File: src/sv/rvd_pkg.sv
// ----------------------------------------------------------------------------
// RV32I + RVC decoder package
// Operation kinds, and opcode and field constants shared by the decoder and its
// checker, and the funct3 lookup functions used by the decoder.
// ----------------------------------------------------------------------------
`default_nettype none

package rvd_pkg;

  // Port widths.
  localparam int WORD_W = 32;
  localparam int KIND_W = 6;
  localparam int REG_W  = 5;
  localparam int STEP_W = 3;

  // Dense operation kinds, numbered from zero in this order.
  typedef enum logic [KIND_W-1:0] {
    K_UNSUP, K_LUI, K_AUIPC,
    K_ADDI, K_SLTI, K_SLTIU, K_XORI, K_ORI, K_ANDI, K_SLLI, K_SRLI, K_SRAI,
    K_ADD, K_SUB, K_SLL, K_SLT, K_SLTU, K_XOR, K_SRL, K_SRA, K_OR, K_AND,
    K_BEQ, K_BNE, K_BLT, K_BGE, K_BLTU, K_BGEU, K_JAL, K_JALR,
    K_CSRRW, K_CSRRS, K_CSRRC, K_CSRRWI, K_CSRRSI, K_CSRRCI,
    K_ECALL, K_EBREAK, K_MRET, K_SRET, K_SFENCE_VMA,
    K_LB, K_LH, K_LW, K_LBU, K_LHU, K_SB, K_SH, K_SW
  } op_kind_t;

  // Program counter steps.
  localparam logic [STEP_W-1:0] STEP_FULL  = 3'd4;
  localparam logic [STEP_W-1:0] STEP_SHORT = 3'd2;
  localparam logic [STEP_W-1:0] STEP_NONE  = 3'd0;

  // Full-width major opcodes.
  localparam logic [6:0] OPC_LUI    = 7'h37;
  localparam logic [6:0] OPC_AUIPC  = 7'h17;
  localparam logic [6:0] OPC_OPIMM  = 7'h13;
  localparam logic [6:0] OPC_OP     = 7'h33;
  localparam logic [6:0] OPC_BRANCH = 7'h63;
  localparam logic [6:0] OPC_JAL    = 7'h6F;
  localparam logic [6:0] OPC_JALR   = 7'h67;
  localparam logic [6:0] OPC_SYSTEM = 7'h73;
  localparam logic [6:0] OPC_LOAD   = 7'h03;
  localparam logic [6:0] OPC_STORE  = 7'h23;

  // Quadrant codes in the low two bits: full width and the three compressed quadrants.
  localparam logic [1:0] QUAD_FULL = 2'b11;
  localparam logic [1:0] QUAD_C0   = 2'b00;
  localparam logic [1:0] QUAD_C1   = 2'b01;
  localparam logic [1:0] QUAD_C2   = 2'b10;

  // Funct7 and system function codes.
  localparam logic [6:0]  F7_ALT    = 7'h20;
  localparam logic [6:0]  F7_SFENCE = 7'h09;
  localparam logic [11:0] SYS_ECALL  = 12'h000;
  localparam logic [11:0] SYS_EBREAK = 12'h001;
  localparam logic [11:0] SYS_SRET   = 12'h102;
  localparam logic [11:0] SYS_MRET   = 12'h302;

  // Register numbers used by compressed forms.
  localparam logic [REG_W-1:0] REG_ZERO = 5'd0;
  localparam logic [REG_W-1:0] REG_SP   = 5'd2;

  function automatic op_kind_t opimm_kind(input logic [2:0] f3);
    op_kind_t k;
    case (f3)
      3'd0: k = K_ADDI;
      3'd1: k = K_SLLI;
      3'd2: k = K_SLTI;
      3'd3: k = K_SLTIU;
      3'd4: k = K_XORI;
      3'd5: k = K_SRLI;
      3'd6: k = K_ORI;
      default: k = K_ANDI;
    endcase
    return k;
  endfunction

  function automatic op_kind_t op_kind_of(input logic [2:0] f3);
    op_kind_t k;
    case (f3)
      3'd0: k = K_ADD;
      3'd1: k = K_SLL;
      3'd2: k = K_SLT;
      3'd3: k = K_SLTU;
      3'd4: k = K_XOR;
      3'd5: k = K_SRL;
      3'd6: k = K_OR;
      default: k = K_AND;
    endcase
    return k;
  endfunction

  function automatic op_kind_t branch_kind(input logic [2:0] f3);
    op_kind_t k;
    case (f3)
      3'd0: k = K_BEQ;
      3'd1: k = K_BNE;
      3'd4: k = K_BLT;
      3'd5: k = K_BGE;
      3'd6: k = K_BLTU;
      3'd7: k = K_BGEU;
      default: k = K_UNSUP;
    endcase
    return k;
  endfunction

  function automatic op_kind_t csr_kind(input logic [2:0] f3);
    op_kind_t k;
    case (f3)
      3'd1: k = K_CSRRW;
      3'd2: k = K_CSRRS;
      3'd3: k = K_CSRRC;
      3'd5: k = K_CSRRWI;
      3'd6: k = K_CSRRSI;
      3'd7: k = K_CSRRCI;
      default: k = K_UNSUP;
    endcase
    return k;
  endfunction

  function automatic op_kind_t load_kind(input logic [2:0] f3);
    op_kind_t k;
    case (f3)
      3'd0: k = K_LB;
      3'd1: k = K_LH;
      3'd2: k = K_LW;
      3'd4: k = K_LBU;
      3'd5: k = K_LHU;
      default: k = K_UNSUP;
    endcase
    return k;
  endfunction

  function automatic op_kind_t store_kind(input logic [2:0] f3);
    op_kind_t k;
    case (f3)
      3'd0: k = K_SB;
      3'd1: k = K_SH;
      3'd2: k = K_SW;
      default: k = K_UNSUP;
    endcase
    return k;
  endfunction

  // Register-register compressed arithmetic, selected by bits [6:5].
  function automatic op_kind_t c_arith_kind(input logic [1:0] sel);
    op_kind_t k;
    case (sel)
      2'd0: k = K_SUB;
      2'd1: k = K_XOR;
      2'd2: k = K_OR;
      default: k = K_AND;
    endcase
    return k;
  endfunction

endpackage

`default_nettype wire

File: src/sv/rv32i_rvc_instruction_decoder.sv
// ----------------------------------------------------------------------------
// RV32I + RVC instruction decoder
// Decodes one fetched word per transfer into operation kind, register
// numbers, immediate, pc step and raw word.
// ----------------------------------------------------------------------------
// Usage:
//   The input channel (in_valid / in_ready / instr_word) takes one fetched
//   word per transfer. A word whose low two bits are not 11 is decoded as a
//   compressed instruction from its low 16 bits.
//   The output channel (out_valid / out_ready and the decoded fields) gives
//   one decoded record per input transfer, in order.
//   The word is captured in an input register, then decoded by shallow
//   field logic into the result register. Throughput is one word per
//   cycle while out_ready is high; a stalled receiver holds the flow.
//   When the receiver stalls, the result register holds its record and the
//   input register still takes one more word; in_ready falls only when
//   both registers are full and out_ready is low.
//   Synchronous reset empties both registers; no record is presented after
//   reset until a new word is transferred in.
// ----------------------------------------------------------------------------
`default_nettype none

module rv32i_rvc_instruction_decoder (
  input  wire logic                          clk,
  input  wire logic                          rst,
  input  wire logic                          in_valid,
  output logic                               in_ready,
  input  wire logic [rvd_pkg::WORD_W-1:0]    instr_word,
  output logic                               out_valid,
  input  wire logic                          out_ready,
  output logic [rvd_pkg::KIND_W-1:0]         op_kind,
  output logic [rvd_pkg::REG_W-1:0]          dest_reg,
  output logic [rvd_pkg::REG_W-1:0]          src1_reg,
  output logic [rvd_pkg::REG_W-1:0]          src2_reg,
  output logic signed [rvd_pkg::WORD_W-1:0]  immediate,
  output logic [rvd_pkg::STEP_W-1:0]         pc_advance,
  output logic [rvd_pkg::WORD_W-1:0]         raw_word
);

  import rvd_pkg::*;

  // Input register.
  logic              s1_valid;
  logic [WORD_W-1:0] s1_word;
  logic              out_load;

  // Decode results.
  op_kind_t          dec_kind;
  logic [REG_W-1:0]  dec_rd;
  logic [REG_W-1:0]  dec_rs1;
  logic [REG_W-1:0]  dec_rs2;
  logic [WORD_W-1:0] dec_imm;
  logic [STEP_W-1:0] dec_step;
  logic [WORD_W-1:0] dec_raw;

  // Field views of the captured word.
  logic [6:0]        opc;
  logic [2:0]        f3;
  logic [6:0]        f7;
  logic [WORD_W-1:0] iimm;
  logic [2:0]        cf3;
  logic [REG_W-1:0]  c_rdf;
  logic [REG_W-1:0]  c_lo5;
  logic [REG_W-1:0]  c_rdp;
  logic [REG_W-1:0]  c_rsp;
  logic              c_b12;
  logic [WORD_W-1:0] c_imm6;
  logic [9:0]        c_uimm;
  logic [9:0]        c_sp16;

  // Handshake: the input register moves on whenever the result register
  // is empty or being drained.
  assign out_load = s1_valid && (!out_valid || out_ready);
  assign in_ready = !s1_valid || !out_valid || out_ready;

  always_ff @(posedge clk) begin
    if (rst) begin
      s1_valid <= 1'b0;
    end else if (in_ready) begin
      s1_valid <= in_valid;
    end
  end

  always_ff @(posedge clk) begin
    if (in_valid && in_ready) begin
      s1_word <= instr_word;
    end
  end

  // Field extraction.
  assign opc    = s1_word[6:0];
  assign f3     = s1_word[14:12];
  assign f7     = s1_word[31:25];
  assign iimm   = {{20{s1_word[31]}}, s1_word[31:20]};
  assign cf3    = s1_word[15:13];
  assign c_rdf  = s1_word[11:7];
  assign c_lo5  = s1_word[6:2];
  assign c_b12  = s1_word[12];
  assign c_rdp  = {2'b01, s1_word[9:7]};
  assign c_rsp  = {2'b01, s1_word[4:2]};
  assign c_imm6 = {{26{s1_word[12]}}, s1_word[12], s1_word[6:2]};
  assign c_uimm = {s1_word[10:7], s1_word[12:11], s1_word[5], s1_word[6], 2'b00};
  assign c_sp16 = {s1_word[12], s1_word[4:3], s1_word[5], s1_word[2], s1_word[6], 4'b0000};

  // Decode of the captured word.
  always_comb begin
    if (s1_word[1:0] != QUAD_FULL) begin
      // Compressed: kind, registers and immediate zero unless a supported form matches.
      dec_kind = K_UNSUP;
      dec_rd   = REG_ZERO;
      dec_rs1  = REG_ZERO;
      dec_rs2  = REG_ZERO;
      dec_imm  = '0;
      dec_step = STEP_SHORT;
      dec_raw  = {16'h0000, s1_word[15:0]};
      case (s1_word[1:0])
        QUAD_C0: begin
          // C.ADDI4SPN.
          if (cf3 == 3'd0 && c_uimm != 10'd0) begin
            dec_kind = K_ADDI;
            dec_rd   = c_rsp;
            dec_rs1  = REG_SP;
            dec_imm  = {22'd0, c_uimm};
          end
        end
        QUAD_C1: begin
          case (cf3)
            3'd0, 3'd2: begin
              // C.NOP, C.ADDI and C.LI.
              if (c_rdf != REG_ZERO) begin
                dec_kind = K_ADDI;
                dec_rd   = c_rdf;
                dec_rs1  = (cf3 == 3'd0) ? c_rdf : REG_ZERO;
                dec_imm  = c_imm6;
              end else if (cf3 == 3'd0 && {c_b12, c_lo5} == 6'd0) begin
                dec_kind = K_ADDI;
              end
            end
            3'd3: begin
              // C.ADDI16SP and C.LUI.
              if (c_rdf == REG_SP) begin
                if (c_sp16 != 10'd0) begin
                  dec_kind = K_ADDI;
                  dec_rd   = REG_SP;
                  dec_rs1  = REG_SP;
                  dec_imm  = {{22{c_sp16[9]}}, c_sp16};
                end
              end else if (c_rdf != REG_ZERO && {c_b12, c_lo5} != 6'd0) begin
                dec_kind = K_LUI;
                dec_rd   = c_rdf;
                dec_imm  = {{14{c_b12}}, c_b12, c_lo5, 12'h000};
              end
            end
            3'd4: begin
              // Shifts, C.ANDI and register-register arithmetic.
              case (s1_word[11:10])
                2'd0, 2'd1: begin
                  if (!c_b12) begin
                    dec_kind = s1_word[10] ? K_SRAI : K_SRLI;
                    dec_rd   = c_rdp;
                    dec_rs1  = c_rdp;
                    dec_imm  = {27'd0, c_lo5};
                  end
                end
                2'd2: begin
                  dec_kind = K_ANDI;
                  dec_rd   = c_rdp;
                  dec_rs1  = c_rdp;
                  dec_imm  = c_imm6;
                end
                default: begin
                  if (!c_b12) begin
                    dec_kind = c_arith_kind(s1_word[6:5]);
                    dec_rd   = c_rdp;
                    dec_rs1  = c_rdp;
                    dec_rs2  = c_rsp;
                  end
                end
              endcase
            end
            default: begin
            end
          endcase
        end
        QUAD_C2: begin
          if (cf3 == 3'd0) begin
            // C.SLLI.
            if (c_rdf != REG_ZERO && !c_b12) begin
              dec_kind = K_SLLI;
              dec_rd   = c_rdf;
              dec_rs1  = c_rdf;
              dec_imm  = {27'd0, c_lo5};
            end
          end else if (cf3 == 3'd4) begin
            // C.MV and C.ADD.
            if (c_lo5 != REG_ZERO && c_rdf != REG_ZERO) begin
              dec_kind = K_ADD;
              dec_rd   = c_rdf;
              dec_rs1  = c_b12 ? c_rdf : REG_ZERO;
              dec_rs2  = c_lo5;
            end
          end
        end
        default: begin
        end
      endcase
    end else begin
      // Full width: register fields are always the raw bit fields.
      dec_kind = K_UNSUP;
      dec_rd   = s1_word[11:7];
      dec_rs1  = s1_word[19:15];
      dec_rs2  = s1_word[24:20];
      dec_imm  = '0;
      dec_step = STEP_FULL;
      dec_raw  = s1_word;
      case (opc)
        OPC_LUI: begin
          dec_kind = K_LUI;
          dec_imm  = {s1_word[31:12], 12'h000};
        end
        OPC_AUIPC: begin
          dec_kind = K_AUIPC;
          dec_imm  = {s1_word[31:12], 12'h000};
        end
        OPC_OPIMM: begin
          dec_kind = opimm_kind(f3);
          dec_imm  = iimm;
          if (f3 == 3'd1 || f3 == 3'd5) begin
            dec_imm = {27'd0, s1_word[24:20]};
          end
          if (f3 == 3'd5 && f7 == F7_ALT) begin
            dec_kind = K_SRAI;
          end
        end
        OPC_OP: begin
          dec_kind = op_kind_of(f3);
          if (f7 == F7_ALT && f3 == 3'd0) begin
            dec_kind = K_SUB;
          end
          if (f7 == F7_ALT && f3 == 3'd5) begin
            dec_kind = K_SRA;
          end
        end
        OPC_BRANCH: begin
          dec_kind = branch_kind(f3);
          dec_step = STEP_NONE;
          dec_imm  = {{20{s1_word[31]}}, s1_word[7], s1_word[30:25],
                      s1_word[11:8], 1'b0};
        end
        OPC_JAL: begin
          dec_kind = K_JAL;
          dec_step = STEP_NONE;
          dec_imm  = {{12{s1_word[31]}}, s1_word[19:12], s1_word[20],
                      s1_word[30:21], 1'b0};
        end
        OPC_JALR: begin
          if (f3 == 3'd0) begin
            dec_kind = K_JALR;
            dec_imm  = iimm;
            dec_step = STEP_NONE;
          end
        end
        OPC_SYSTEM: begin
          dec_imm = {20'd0, s1_word[31:20]};
          if (f3 != 3'd0) begin
            dec_kind = csr_kind(f3);
          end else if (f7 == F7_SFENCE) begin
            dec_kind = K_SFENCE_VMA;
          end else if (s1_word[31:20] == SYS_ECALL) begin
            dec_kind = K_ECALL;
            dec_step = STEP_NONE;
          end else if (s1_word[31:20] == SYS_EBREAK) begin
            dec_kind = K_EBREAK;
            dec_step = STEP_NONE;
          end else if (s1_word[31:20] == SYS_MRET) begin
            dec_kind = K_MRET;
            dec_step = STEP_NONE;
          end else if (s1_word[31:20] == SYS_SRET) begin
            dec_kind = K_SRET;
            dec_step = STEP_NONE;
          end
        end
        OPC_LOAD: begin
          dec_kind = load_kind(f3);
          dec_imm  = iimm;
        end
        OPC_STORE: begin
          dec_kind = store_kind(f3);
          dec_imm  = {{20{s1_word[31]}}, s1_word[31:25], s1_word[11:7]};
        end
        default: begin
        end
      endcase
    end
  end

  // Result register and its valid flag.
  always_ff @(posedge clk) begin
    if (rst) begin
      out_valid <= 1'b0;
    end else if (!out_valid || out_ready) begin
      out_valid <= s1_valid;
    end
  end

  always_ff @(posedge clk) begin
    if (out_load) begin
      op_kind    <= dec_kind;
      dest_reg   <= dec_rd;
      src1_reg   <= dec_rs1;
      src2_reg   <= dec_rs2;
      immediate  <= dec_imm;
      pc_advance <= dec_step;
      raw_word   <= dec_raw;
    end
  end

endmodule

`default_nettype wire

File: config.mk
export PLATFORM = sky130hd
export DESIGN_NAME = rv32i_rvc_instruction_decoder
export DESIGN_NICKNAME = d
export VERILOG_FILES = /design/src/sv/rvd_pkg.sv /design/src/sv/rv32i_rvc_instruction_decoder.sv
export SDC_FILE = /design/constraint.sdc
export NUM_CORES = 1
export LEC_CHECK = 0
export BUFFER_PORTS_ARGS = -buffer_cell sky130_fd_sc_hd__buf_2
export CAP_MARGIN = 0
export CORE_MARGIN = 2
export CORE_UTILIZATION = 50
export DETAILED_ROUTE_END_ITERATION = 7
export PLACE_DENSITY = 0.74
export SLEW_MARGIN = 20
export SYNTH_ARGS = -nofsm -noshare
export SYNTH_HDL_FRONTEND = slang
export SYNTH_SLANG_ARGS = --single-unit
File: constraint.sdc
create_clock -name clk -period 7.3 [get_ports clk]
set_input_delay 1.46 -clock clk [delete_from_list [all_inputs] [get_ports clk]]
set_output_delay 1.46 -clock clk [all_outputs]
set_load 0.005 [all_outputs]
==> results.md <==
* Setup CP Type: in2out
* Hold EP: out_valid
* Post-Route WL at 17500 um
* Sw frac at 23.3%
* Die height at 114 um
* Most used cell, CP: buf_2
* Post-CTS Setup Bufs at 0
* Post-CTS Resized at 0
* Clock buffer depth at 2
* Worst hold margin at 0.520 ns
* Final setup fails at 0
* Reg2reg start: s1_word[1]
* Multi-input logic area at 2220 um^2
* Final critical-path required period at 3.58 ns
* FF+latch count, synth at 121
* IO Pins at 126
* WP data required at 5.84 ns
* CTS tree: yes
* Crit share post-route at 49.1%
* Worst-Skew Late Latency at 0.43 ns
* Unique masters post-synth at 71
* Worst endpoint data arrival time at 2.12 ns
* GP Congestion at 0.917
* Fin nets at 673
* Tot GR Track Use at 27.7%
* Post-synth EDFFs at 119
* Initial Utilization at 50.6%
* Vias at 4929
* Core area at 11900 um^2
* Antenna violations before repair at 0
* Crit Path Max Fanout at 4
* Most common cell after layout, fill and taps aside: buf_2
* Worst R2R Path Depth at 6
* Hold_buf cts at 0
* Mapped cell area at 6000 um^2
* Reg area at 3610 um^2
* Crit end category: output port
* Net count of the mapped netlist at 554
* Post-DP HPWL at 11700 um
* TritonCTS Sinks at 121
* Fillcell total at 947
* CP bufs+invs at 2
* Antenna cells at 0
* Largest net degree at the start of global routing at 55
* Final Skew at 0.00539 ns
* Worst reg-to-reg setup slack at 3.84 ns
* Worst slew margin at 29.5%
* Root Buffer Master: clkbuf_16
* Reg-to-Reg End: immediate[27]
* Final hold vios at 0
* Number of global-route vias before repair at 4796
* Slew Limit Fails at 0
* Worst Hold Launch: s1_valid
* Internal power at 1.39 mW
* Most frequent cells in the layout: buf_2, edfxtp_1, nand2_1, nor2_1
* VDD IR-drop max at 152 uV
* Fin Setup TNS at 0 ns
* Post-synthesis async set-or-reset flop share at 0%
* Regs by FF count: immediate (32), raw_word (32), s1_word (32)
* Critical Path Max Stage Delay at 0.31 ns
* Clock group share of total power at 45.9%
* Worst slew pin tran at 1.06 ns
* Avg Vias per Cell at 6.26
* P_sw at 0.423 mW
* Initial DRC Count at 531
* Max Fclk at 279 MHz
* Die Wd at 114 um
* Setup crit start: out_ready
* Max cap viols at 0
* Layout cells sized above 1 at 27.3%
* Sequence of cells on the critical path: buf_2, nor2b_1, nand2_1, buf_2
* Hold Path Stages at 2
* Top_reg_cell synth: edfxtp_1
* Die ar. at 12900 um^2
* Crit path max-delay family: simple AND/OR/NAND/NOR gates
* Status: finished, final reports clean
* Cell count after synthesis at 508
* Reg power frac at 46.3%
* DRT antenna net count at 0
* Clock transition at the registers of the reported paths at 0.05 ns
* Grt total ovfl at 0
* Post-synthesis sequential area ratio at 60.2%
* Power per Cell Area at 247 nW/um^2
* CTS Buf Count at 17
* H-tree Lvls at 4
* Leak pwr at 3.01 nW
* Row cnt at 40
* Synth Warn # at 0
* Syn avg cell area at 11.8 um^2
* First-pass iteration count of the detailed router at 5
* RSZ-0062 raised after global routing: no
* Comb pwr share at 7.8%
* IO Port Bufs at 124
* Area Overhead vs Synth at 21.9%
* Avg WL per Cell at 22.3 um
* Slowest-stage cell, CP: nor2b_1
* Startpoint Class: primary input
* Hold Path Class: reg2reg
* Residual DRC at 0
* First-pass GRT wire length at 26300 um
-- worst max path at each step --
stage / end / slack (ns) / cells after the start
floorplan: dest_reg[0] / 1.36 / 2
global placement: in_ready / 3.77 / 4
detailed placement: in_ready / 3.72 / 4
CTS: in_ready / 3.72 / 4
global route: in_ready / 3.63 / 4
finish: in_ready / 3.72 / 4
-- layer usage --
metal	track usage, %	wire length [um]
met1	36.0	7090
met2	44.2	8420
met3	5.74	1390
met4	14.6	648
met5	0	0
-- layout make-up --
cell class / instances / area share (%)
well taps: 147 / 2.51
multi-input cells: 343 / 30.3
flip-flops and latches: 121 / 49.4
inverters: 13 / 0.667
clock inverters: 15 / 2.17
clock buffers: 17 / 5.81
repair buffers: 131 / 9.20
-- worst reg2reg max path: cells and delay by family (launching register included) --
family	cells	cell delay, ns
AOI/OAI and AO/OA	3	0.87
adders and majority gates	1	0.59
DFF	1	0.46
and+or+nand+nor	2	1.40
-- logic make-up after synthesis --
| group | count (synthesis) | share of synthesized area, % |
|---|---|---|
| AOI/OAI and AO/OA | 141 | 17.0 |
| xor gates and xnor gates | 1 | 0.146 |
| adders and majority gates | 10 | 2.08 |
| buffers and inverters | 44 | 3.04 |
| DFF | 121 | 60.2 |
| muxes | 2 | 0.333 |
| other | 1 | 0.0625 |
| and+or+nand+nor | 188 | 17.2 |
-- Yosys cell counts, drive strengths merged, types with 8 or more instances --
library cell    n  area, um^2
a21o           21         158
a21oi          16        80.1
a221o          11         110
a31oi           8        50.1
and2           19         119
and3           12        75.1
buf            11        58.8
clkbuf         20        75.1
edfxtp        119        3570
ha             10         125
inv            12        45.0
nand2          43         161
nand3          26         130
nor2           28         105
nor2b          12        75.1
nor3            9        45.0
o211ai         10        75.1
o21ai          27         135
-- power groups by stage --
stage | combinational (mW) | clock (mW) | sequential (mW)
finish | 0.141 | 0.832 | 0.838
global route | 0.153 | 0.866 | 0.842
CTS | 0.140 | 0.844 | 0.838
detailed placement | 0.139 | 0 | 0.851
global placement | 0.136 | 0 | 0.850
floorplan | 0.0787 | 0 | 0.843
-- stage by stage --
step	total power [mW]	utilization, %	instance area [um^2]	instances	setup slack, ns
3_5_place_dp	0.990	56.8	6740	755	3.72
4_1_cts	1.82	61.7	7320	787	3.72
5_1_grt	1.86	61.7	7320	787	3.63
2_1_floorplan	0.922	-	6000	508	1.36
6_report	1.81	61.7	7320	787	3.72
3_3_place_gp	0.986	56.8	6740	755	3.77
Power figures use the tool's default switching activity.
